## src/rtl/bud_pkg.sv

```systemverilog
package bud_pkg;

	localparam int ADDR_W  = 9;
	localparam int LVL_W   = 4;
	localparam int NODE_W  = ADDR_W + 1;
	localparam int BIT_W   = 4;
	localparam int ROW_BITS = 1 << BIT_W;
	localparam int ROW_W   = NODE_W - BIT_W;
	localparam int ROWS    = 1 << ROW_W;
	localparam logic [LVL_W-1:0] TOP_LVL = LVL_W'(ADDR_W);

	localparam logic [1:0] ST_OK       = 2'd0;
	localparam logic [1:0] ST_NO_SPACE = 2'd1;
	localparam logic [1:0] ST_NOT_ALLOC = 2'd2;

	typedef struct packed {
		logic              req_type;
		logic [LVL_W-1:0]  size_log;
		logic [ADDR_W-1:0] free_addr;
	} req_t;

	typedef struct packed {
		logic [1:0]        status;
		logic [ADDR_W-1:0] block_addr;
	} rsp_t;

	typedef enum logic [3:0] {
		S_CLR, S_IDLE, S_DECODE, S_SRCH_RD, S_SRCH_CHK, S_SPLIT_RD, S_SPLIT_WR,
		S_AL_RD, S_AL_WR, S_FR_RD, S_FR_CHK, S_MG_RD, S_MG_CHK, S_SF_RD,
		S_SF_WR, S_REPLY
	} state_t;

	typedef enum logic [4:0] {
		OP_NONE, OP_CLR, OP_LOAD, OP_ALLOC_INIT, OP_FREE_INIT, OP_ERR_SPACE,
		OP_ERR_FREE, OP_SRCH_RD, OP_SRCH_CHK, OP_SPLIT_RD, OP_SPLIT_WR,
		OP_AL_RD, OP_AL_WR, OP_FR_RD, OP_FR_CHK, OP_MG_RD, OP_MG_CHK,
		OP_SF_RD, OP_SF_WR
	} dp_op_t;

	typedef struct packed {
		logic is_free;
		logic lvl_bad;
		logic misaligned;
		logic hit;
		logic row_last;
		logic k_top;
		logic split_last;
		logic split_next;
		logic alloc_bit;
		logic bud_bit;
		logic merge_last;
		logic clr_last;
	} dp_flags_t;

endpackage

```

## src/rtl/buddy_allocator_top.sv

```systemverilog
// Channel   Signals                 Transfer
// request   start, busy, req        at a clock edge with start high and busy low
// result    done, rsp               at the clock edge that ends the cycle done is high
//
// After reset the block clears its mark stores row by row, with busy high.
// An allocation decodes the request, scans the 16-node rows at and above the
// requested level, splits the found block one level at a time and marks it.
// A free checks the block is allocated, then merges level by level; one request is in flight.
// Results cannot be stalled: done is high for one cycle per request.
module buddy_allocator_top import bud_pkg::*; (
	input  logic clk,
	input  logic arst_n,
	input  logic start,
	output logic busy,
	input  req_t req,
	output logic done,
	output rsp_t rsp
);

	dp_op_t    op;
	dp_flags_t flags;

	// The controller sequences each request; the datapath owns the two mark
	// stores (free and allocated, 16 nodes per row) and the walk registers.
	bud_ctrl u_ctrl (
		.clk    (clk),
		.arst_n (arst_n),
		.start  (start),
		.flags  (flags),
		.op     (op),
		.busy   (busy),
		.done   (done)
	);

	bud_dp u_dp (
		.clk    (clk),
		.arst_n (arst_n),
		.op     (op),
		.req    (req),
		.flags  (flags),
		.rsp    (rsp)
	);

endmodule

```

## src/rtl/bud_ctrl.sv

```systemverilog
module bud_ctrl import bud_pkg::*; (
	input  logic      clk,
	input  logic      arst_n,
	input  logic      start,
	input  dp_flags_t flags,
	output dp_op_t    op,
	output logic      busy,
	output logic      done
);

	state_t state_q, state_d;

	always_ff @(posedge clk or negedge arst_n) begin
		if (!arst_n) begin
			state_q <= S_CLR;
		end else begin
			state_q <= state_d;
		end
	end

	always_comb begin
		state_d = state_q;
		op      = OP_NONE;
		busy    = (state_q != S_IDLE);
		done    = 1'b0;
		case (state_q)
			S_CLR: begin
				op = OP_CLR;
				if (flags.clr_last) state_d = S_IDLE;
			end
			S_IDLE: begin
				if (start) begin
					op      = OP_LOAD;
					state_d = S_DECODE;
				end
			end
			S_DECODE: begin
				if (!flags.is_free) begin
					if (flags.lvl_bad) begin
						op      = OP_ERR_SPACE;
						state_d = S_REPLY;
					end else begin
						op      = OP_ALLOC_INIT;
						state_d = S_SRCH_RD;
					end
				end else if (flags.lvl_bad || flags.misaligned) begin
					op      = OP_ERR_FREE;
					state_d = S_REPLY;
				end else begin
					op      = OP_FREE_INIT;
					state_d = S_FR_RD;
				end
			end
			S_SRCH_RD: begin
				op      = OP_SRCH_RD;
				state_d = S_SRCH_CHK;
			end
			S_SRCH_CHK: begin
				op = OP_SRCH_CHK;
				if (flags.hit) begin
					state_d = flags.split_last ? S_AL_RD : S_SPLIT_RD;
				end else if (flags.row_last && flags.k_top) begin
					state_d = S_REPLY;
				end else begin
					state_d = S_SRCH_RD;
				end
			end
			S_SPLIT_RD: begin
				op      = OP_SPLIT_RD;
				state_d = S_SPLIT_WR;
			end
			S_SPLIT_WR: begin
				op      = OP_SPLIT_WR;
				state_d = flags.split_next ? S_AL_RD : S_SPLIT_RD;
			end
			S_AL_RD: begin
				op      = OP_AL_RD;
				state_d = S_AL_WR;
			end
			S_AL_WR: begin
				op      = OP_AL_WR;
				state_d = S_REPLY;
			end
			S_FR_RD: begin
				op      = OP_FR_RD;
				state_d = S_FR_CHK;
			end
			S_FR_CHK: begin
				op = OP_FR_CHK;
				if (!flags.alloc_bit) state_d = S_REPLY;
				else if (flags.k_top) state_d = S_SF_RD;
				else state_d = S_MG_RD;
			end
			S_MG_RD: begin
				op      = OP_MG_RD;
				state_d = S_MG_CHK;
			end
			S_MG_CHK: begin
				op = OP_MG_CHK;
				if (!flags.bud_bit) state_d = S_REPLY;
				else if (flags.merge_last) state_d = S_SF_RD;
				else state_d = S_MG_RD;
			end
			S_SF_RD: begin
				op      = OP_SF_RD;
				state_d = S_SF_WR;
			end
			S_SF_WR: begin
				op      = OP_SF_WR;
				state_d = S_REPLY;
			end
			S_REPLY: begin
				done    = 1'b1;
				state_d = S_IDLE;
			end
			default: begin
				state_d = S_IDLE;
			end
		endcase
	end

endmodule

```

## src/rtl/bud_dp.sv

```systemverilog
module bud_dp import bud_pkg::*; (
	input  logic      clk,
	input  logic      arst_n,
	input  dp_op_t    op,
	input  req_t      req,
	output dp_flags_t flags,
	output rsp_t      rsp
);

	// Both mark stores hold 16 nodes per row; node 1 is the whole pool and
	// node (1 << (9 - k)) + p is block p at level k.
	logic [ROW_BITS-1:0] free_mem [ROWS];
	logic [ROW_BITS-1:0] alloc_mem [ROWS];
	logic [ROW_BITS-1:0] fm_rd_q, am_rd_q;

	logic [ROW_W-1:0]  clr_q;
	logic              type_q;
	logic [LVL_W-1:0]  lvl_q, k_q;
	logic [ADDR_W-1:0] addr_q;
	logic [NODE_W-1:0] n_q;
	logic [ROW_W-1:0]  r_q;
	rsp_t              res_q;

	logic              fm_re, fm_we, am_re, am_we;
	logic [ROW_W-1:0]  fm_ra, fm_wa, am_ra, am_wa;
	logic [ROW_BITS-1:0] fm_wd, am_wd;

	logic [ROW_BITS-1:0] lvl_mask, hit_vec;
	logic [BIT_W-1:0]  hit_bit;
	logic [NODE_W-1:0] up_node, free_node, shl_node;
	logic [BIT_W-1:0]  nb, bb, ub;

	function automatic logic [ROW_W-1:0] first_row(input logic [LVL_W-1:0] k);
		logic [NODE_W-1:0] v;
		v = NODE_W'(1) << (TOP_LVL - k);
		return v[NODE_W-1:BIT_W];
	endfunction

	function automatic logic [ROW_W-1:0] last_row(input logic [LVL_W-1:0] k);
		logic [NODE_W:0] v;
		v = ((NODE_W+1)'(1) << (TOP_LVL + LVL_W'(1) - k)) - (NODE_W+1)'(1);
		return v[NODE_W-1:BIT_W];
	endfunction

	always_comb begin
		for (int b = 0; b < ROW_BITS; b++) begin
			lvl_mask[b] = (({r_q, BIT_W'(b)} >> (TOP_LVL - k_q)) == NODE_W'(1));
		end
		hit_vec = fm_rd_q & lvl_mask;
		hit_bit = '0;
		for (int b = ROW_BITS - 1; b >= 0; b--) begin
			if (hit_vec[b]) hit_bit = BIT_W'(b);
		end
	end

	assign nb        = n_q[BIT_W-1:0];
	assign bb        = nb ^ BIT_W'(1);
	assign up_node   = {n_q[NODE_W-2:0], 1'b1};
	assign ub        = up_node[BIT_W-1:0];
	assign free_node = {1'b1, req.free_addr} >> req.size_log;
	assign shl_node  = n_q << lvl_q;

	assign flags.is_free    = type_q;
	assign flags.lvl_bad    = (lvl_q > TOP_LVL);
	assign flags.misaligned = ((addr_q & ~({ADDR_W{1'b1}} << lvl_q)) != '0);
	assign flags.hit        = (hit_vec != '0);
	assign flags.row_last   = (r_q == last_row(k_q));
	assign flags.k_top      = (k_q == TOP_LVL);
	assign flags.split_last = (k_q == lvl_q);
	assign flags.split_next = (k_q == lvl_q + LVL_W'(1));
	assign flags.alloc_bit  = am_rd_q[nb];
	assign flags.bud_bit    = fm_rd_q[bb];
	assign flags.merge_last = (k_q == TOP_LVL - LVL_W'(1));
	assign flags.clr_last   = (clr_q == ROW_W'(ROWS - 1));

	assign rsp = res_q;

	always_comb begin
		fm_re = 1'b0; fm_ra = n_q[NODE_W-1:BIT_W];
		fm_we = 1'b0; fm_wa = n_q[NODE_W-1:BIT_W]; fm_wd = fm_rd_q;
		am_re = 1'b0; am_ra = n_q[NODE_W-1:BIT_W];
		am_we = 1'b0; am_wa = n_q[NODE_W-1:BIT_W]; am_wd = am_rd_q;
		case (op)
			OP_CLR: begin
				fm_we = 1'b1; fm_wa = clr_q;
				fm_wd = (clr_q == '0) ? ROW_BITS'(2) : '0;
				am_we = 1'b1; am_wa = clr_q; am_wd = '0;
			end
			OP_SRCH_RD: begin
				fm_re = 1'b1; fm_ra = r_q;
			end
			OP_SRCH_CHK: begin
				fm_we = flags.hit; fm_wa = r_q;
				fm_wd = fm_rd_q & ~(ROW_BITS'(1) << hit_bit);
			end
			OP_SPLIT_RD: begin
				fm_re = 1'b1; fm_ra = up_node[NODE_W-1:BIT_W];
			end
			OP_SPLIT_WR: begin
				fm_we = 1'b1; fm_wa = up_node[NODE_W-1:BIT_W];
				fm_wd = fm_rd_q | (ROW_BITS'(1) << ub);
			end
			OP_AL_RD, OP_FR_RD: begin
				am_re = 1'b1;
			end
			OP_AL_WR: begin
				am_we = 1'b1; am_wd = am_rd_q | (ROW_BITS'(1) << nb);
			end
			OP_FR_CHK: begin
				am_we = flags.alloc_bit; am_wd = am_rd_q & ~(ROW_BITS'(1) << nb);
			end
			OP_MG_RD, OP_SF_RD: begin
				fm_re = 1'b1;
			end
			OP_MG_CHK: begin
				fm_we = 1'b1;
				fm_wd = flags.bud_bit ? (fm_rd_q & ~(ROW_BITS'(1) << bb))
				                      : (fm_rd_q | (ROW_BITS'(1) << nb));
			end
			OP_SF_WR: begin
				fm_we = 1'b1; fm_wd = fm_rd_q | (ROW_BITS'(1) << nb);
			end
			default: begin
			end
		endcase
	end

	always_ff @(posedge clk) begin
		if (fm_we) free_mem[fm_wa] <= fm_wd;
		if (fm_re) fm_rd_q <= free_mem[fm_ra];
		if (am_we) alloc_mem[am_wa] <= am_wd;
		if (am_re) am_rd_q <= alloc_mem[am_ra];
	end

	always_ff @(posedge clk or negedge arst_n) begin
		if (!arst_n) begin
			clr_q <= '0;
		end else if (op == OP_CLR) begin
			clr_q <= clr_q + ROW_W'(1);
		end
	end

	always_ff @(posedge clk) begin
		case (op)
			OP_LOAD: begin
				type_q <= req.req_type;
				lvl_q  <= req.size_log;
				addr_q <= req.free_addr;
				k_q    <= req.size_log;
				n_q    <= free_node;
			end
			OP_ALLOC_INIT: begin
				r_q <= first_row(lvl_q);
			end
			OP_ERR_SPACE: begin
				res_q <= '{status: ST_NO_SPACE, block_addr: '0};
			end
			OP_ERR_FREE: begin
				res_q <= '{status: ST_NOT_ALLOC, block_addr: '0};
			end
			OP_SRCH_CHK: begin
				if (flags.hit) begin
					n_q <= {r_q, hit_bit};
				end else if (flags.row_last) begin
					if (flags.k_top) begin
						res_q <= '{status: ST_NO_SPACE, block_addr: '0};
					end else begin
						k_q <= k_q + LVL_W'(1);
						r_q <= first_row(k_q + LVL_W'(1));
					end
				end else begin
					r_q <= r_q + ROW_W'(1);
				end
			end
			OP_SPLIT_WR: begin
				n_q <= {n_q[NODE_W-2:0], 1'b0};
				k_q <= k_q - LVL_W'(1);
			end
			OP_AL_WR: begin
				res_q <= '{status: ST_OK, block_addr: shl_node[ADDR_W-1:0]};
			end
			OP_FR_CHK: begin
				if (flags.alloc_bit) res_q <= '{status: ST_OK, block_addr: addr_q};
				else res_q <= '{status: ST_NOT_ALLOC, block_addr: '0};
			end
			OP_MG_CHK: begin
				if (flags.bud_bit) begin
					n_q <= n_q >> 1;
					k_q <= k_q + LVL_W'(1);
				end
			end
			default: begin
			end
		endcase
	end

endmodule

```

## config.mk

```make
export PLATFORM = sky130hd
export DESIGN_NAME = buddy_allocator_top
export DESIGN_NICKNAME = d
export VERILOG_FILES = /design/src/rtl/bud_pkg.sv /design/src/rtl/buddy_allocator_top.sv /design/src/rtl/bud_ctrl.sv /design/src/rtl/bud_dp.sv
export SDC_FILE = /design/constraint.sdc
export NUM_CORES = 2
export LEC_CHECK = 0
export BUFFER_PORTS_ARGS = -buffer_cell sky130_fd_sc_hd__clkbuf_2
export CAP_MARGIN = 20
export CORE_MARGIN = 4
export CORE_UTILIZATION = 40
export DETAILED_ROUTE_END_ITERATION = 8
export SLEW_MARGIN = 20
export SYNTH_ARGS = -nofsm -noshare
export SYNTH_HDL_FRONTEND = slang
export SYNTH_SLANG_ARGS = --single-unit
```

## constraint.sdc

```tcl
create_clock -name clk -period 5.9 [get_ports clk]
set_input_delay 0.59 -clock clk [delete_from_list [all_inputs] [get_ports clk]]
set_output_delay 0.59 -clock clk [all_outputs]
set_load 0.01 [all_outputs]
```

==> flow_metrics.tcl <==
set metrics [dict create \
    outcome "completed" \
    postLayoutCellArea_sq_um 100000 \
    clock_sinks 2135 \
    hold_viol_final 0 \
    place.gp.congestion 0.931 \
    required_ns 6.41 \
    synth_warnings 0 \
    post-dp-hpwl_mm 148 \
    drt-total-wl_mm 243 \
    synth_enable_flop_cells 2125 \
    cp_slowest_stage_delay_ns 0.83 \
    relSlewSlack 0.276 \
    finalCritPeriodShare 0.913 \
    drcViolationCount 0 \
    cp_top_family "simple AND/OR/NAND/NOR gates" \
    synthDistinctLibCells 84 \
    min_path_type "in -> async" \
    n_fill_cell 18600 \
    ant_nets 0 \
    finalSetupTns_ns 0 \
    ys.flop_type "edfxtp_1" \
    grt_max_degree 110 \
    cap_violations 0 \
    syn_nets 5442 \
    worst_pin_slew_ns 1.09 \
    synth_area_per_cell_sq_um 16.2 \
    rsz0062_at_grt "false" \
    synth_cells 5392 \
    die_area_sq_um 226000 \
    placedInstanceArea_sq_um 93200 \
    grt_use_total 0.213 \
    cts_resized 0 \
    io_pins 30 \
    synth-seq-cells 2135 \
    layout-drive-gt1-share 0.193 \
    vias 50300 \
    wire_per_inst_um 28.1 \
    setup_violations 0 \
    synthTopCellsByCount "edfxtp_1, nand2_1, mux4_2, nand3_1, nor2_1" \
    synth_area_leaders "edfxtp_1, mux4_2, nand2_1, mux2i_1, nand3_1" \
    yosysTopAreaCell "edfxtp_1" \
    cts_tree "yes" \
    post-route-min-period_ns 5.39 \
    start_util 0.403 \
    synth_top_cell_area_share 0.729 \
    routed_via_density 5.80 \
    fmax_mhz 186 \
    die_w_um 476 \
    crit_path_cell_trace "ha_1 > inv_1 > ha_1 > nand2b_1 > o2111ai_1 > nor4_2 > a21o_1 > buf_4 > nand2b_1 > a21boi_0 > nand2_1 > nor2_1 > buf_4" \
    crit_slowest_cell "a21boi_0" \
    synthToLayoutAreaGrowth_pct 14.2 \
    skew_ns 0.0265 \
    fp-row-count 171 \
    port_buffers 29 \
    final_util 0.460 \
    synth.most_common_cell "edfxtp_1" \
    drt_iter0_drc 5958 \
    cts_made_buffers 206 \
    clkLatencyLatePin_ns 0.83 \
    cp.arrival_ns 5.90 \
    ys_seq_area_frac 0.732 \
    cts.htree.levels 4 \
    startpoint_type "register" \
    overflow 0 \
    fp.dieH_um 476 \
    coreArea_sq_um 217000 \
    grt_pass1_vias 48500 \
    firstDrtPassIters 5 \
    cp_max_fo 36 \
    drv_slew 0 \
    grt_pass1_wl_mm 351 \
    cts_max_path_buffers 3 \
    critPathCaptureType "register" \
    synth_area_sq_um 87500 \
    antenna_found_initial 6 \
    finalNetCount 5685 \
    cts-root-buf "clkbuf_16" \
    crit_type "reg -> reg" \
    crit_buf_inv 3 \
    async_reset_ff_frac 0.00468 \
    path_clk_slew_ns 0.06 \
]
per-stage QoR:
| stage | hold WS, ns | setup slack, ns | cells |
|---|---|---|---|
| after floorplan | 0.294 | -0.311 | 5392 |
| after global placement | 0.516 | 0.643 | 8264 |
| after detailed placement | 0.518 | 0.616 | 8266 |
| after CTS | 0.169 | 0.601 | 8657 |
| after global routing | 0.203 | 0.349 | 8662 |
| final | 0.212 | 0.511 | 8665 |
metal layers:
layer | vias to the layer above | track usage | wire length (um)
li1 | 21600 | - | -
met1 | 26100 | 0.296 | 99700
met2 | 2202 | 0.347 | 118000
met3 | 369 | 0.0321 | 17500
met4 | 0 | 0.0664 | 7770
met5 | - | 0 | 0
area by class of cell:
| class | instances | area, sq um | share of cell area |
|---|---|---|---|
| Sequential cell | 2135 | 64100 | 0.641 |
| Clock buffer | 247 | 5330 | 0.0533 |
| Antenna cell | 4 | 10.0 | 0.000100 |
| Clock inverter | 133 | 1210 | 0.0122 |
| Timing Repair Buffer | 359 | 3120 | 0.0312 |
| Tap cell | 2854 | 3570 | 0.0357 |
| Multi-Input combinational cell | 2902 | 22600 | 0.226 |
| Inverter | 31 | 116 | 0.00116 |
what timing repair did:
action,CTS,global route
hold buffers,11,0
setup buffers,0,0
endpoints found under the hold margin,20,0
state kept, by name, indices dropped and copies added (netlist names):
name	cells
u_dp.clr_q	6
u_dp.addr_q	9
u_dp.free_mem	1024
u_ctrl.state_q	4
u_dp.lvl_q	4
u_dp.alloc_mem	1024
u_dp.rsp	11
u_dp.n_q	10
u_dp.am_rd_q	16
u_dp.k_q	4
u_dp.fm_rd_q	16
u_dp.type_q	1
u_dp.r_q	6
cell usage in the layout (no fill, tap or decap), drive strengths merged, types with 10 or more instances in the layout:
cell type	n
edfxtp	2125
nand2	874
mux4	351
nand3	330
buf	318
clkbuf	277
nor2	255
mux2i	221
a21oi	190
o21ai	113
clkinv	105
a31oi	67
o221ai	38
inv	38
ha	33
nor3	33
nor4	30
nand4	28
o22ai	26
a211oi	25
nand2b	21
xnor2	21
a32oi	18
o2111ai	16
a31o	16
bufinv	15
nor2b	14
o211ai	14
or3	12
o31ai	12
and2	12
a221o	11
a21o	11
and3	11
dlygate4sd3	11
dfrtp	10
logic make-up after synthesis:
kind of cell               synth area share
buffers and inverters                0.0165
muxes                                 0.117
and+or+nand+nor                      0.0804
AOI/OAI and AO/OA                    0.0471
xor gates and xnor gates            0.00290
DFF                                   0.732
adders and majority gates           0.00472
worst paths after layout:
check / start / end / slack (ns) / cells after the start
setup reg to reg: u_dp.lvl_q[1] / u_dp.free_mem[0][1] / 0.51 / 13
max in group asynchronous: arst_n / u_dp.clr_q[4] / 5.43 / 2
setup / recovery: u_dp.lvl_q[1] / u_dp.free_mem[0][1] / 0.51 / 13
hold / removal: arst_n / u_ctrl.state_q[0] / 0.21 / 2
hold reg to reg: u_dp.addr_q[1] / u_dp.rsp[1] / 0.60 / 1
min in group clk: req[12] / u_dp.lvl_q[3] / 0.29 / 1
Power is not shown: default switching activity piles up to over one toggle a cycle in this logic, so the estimate is an artifact.
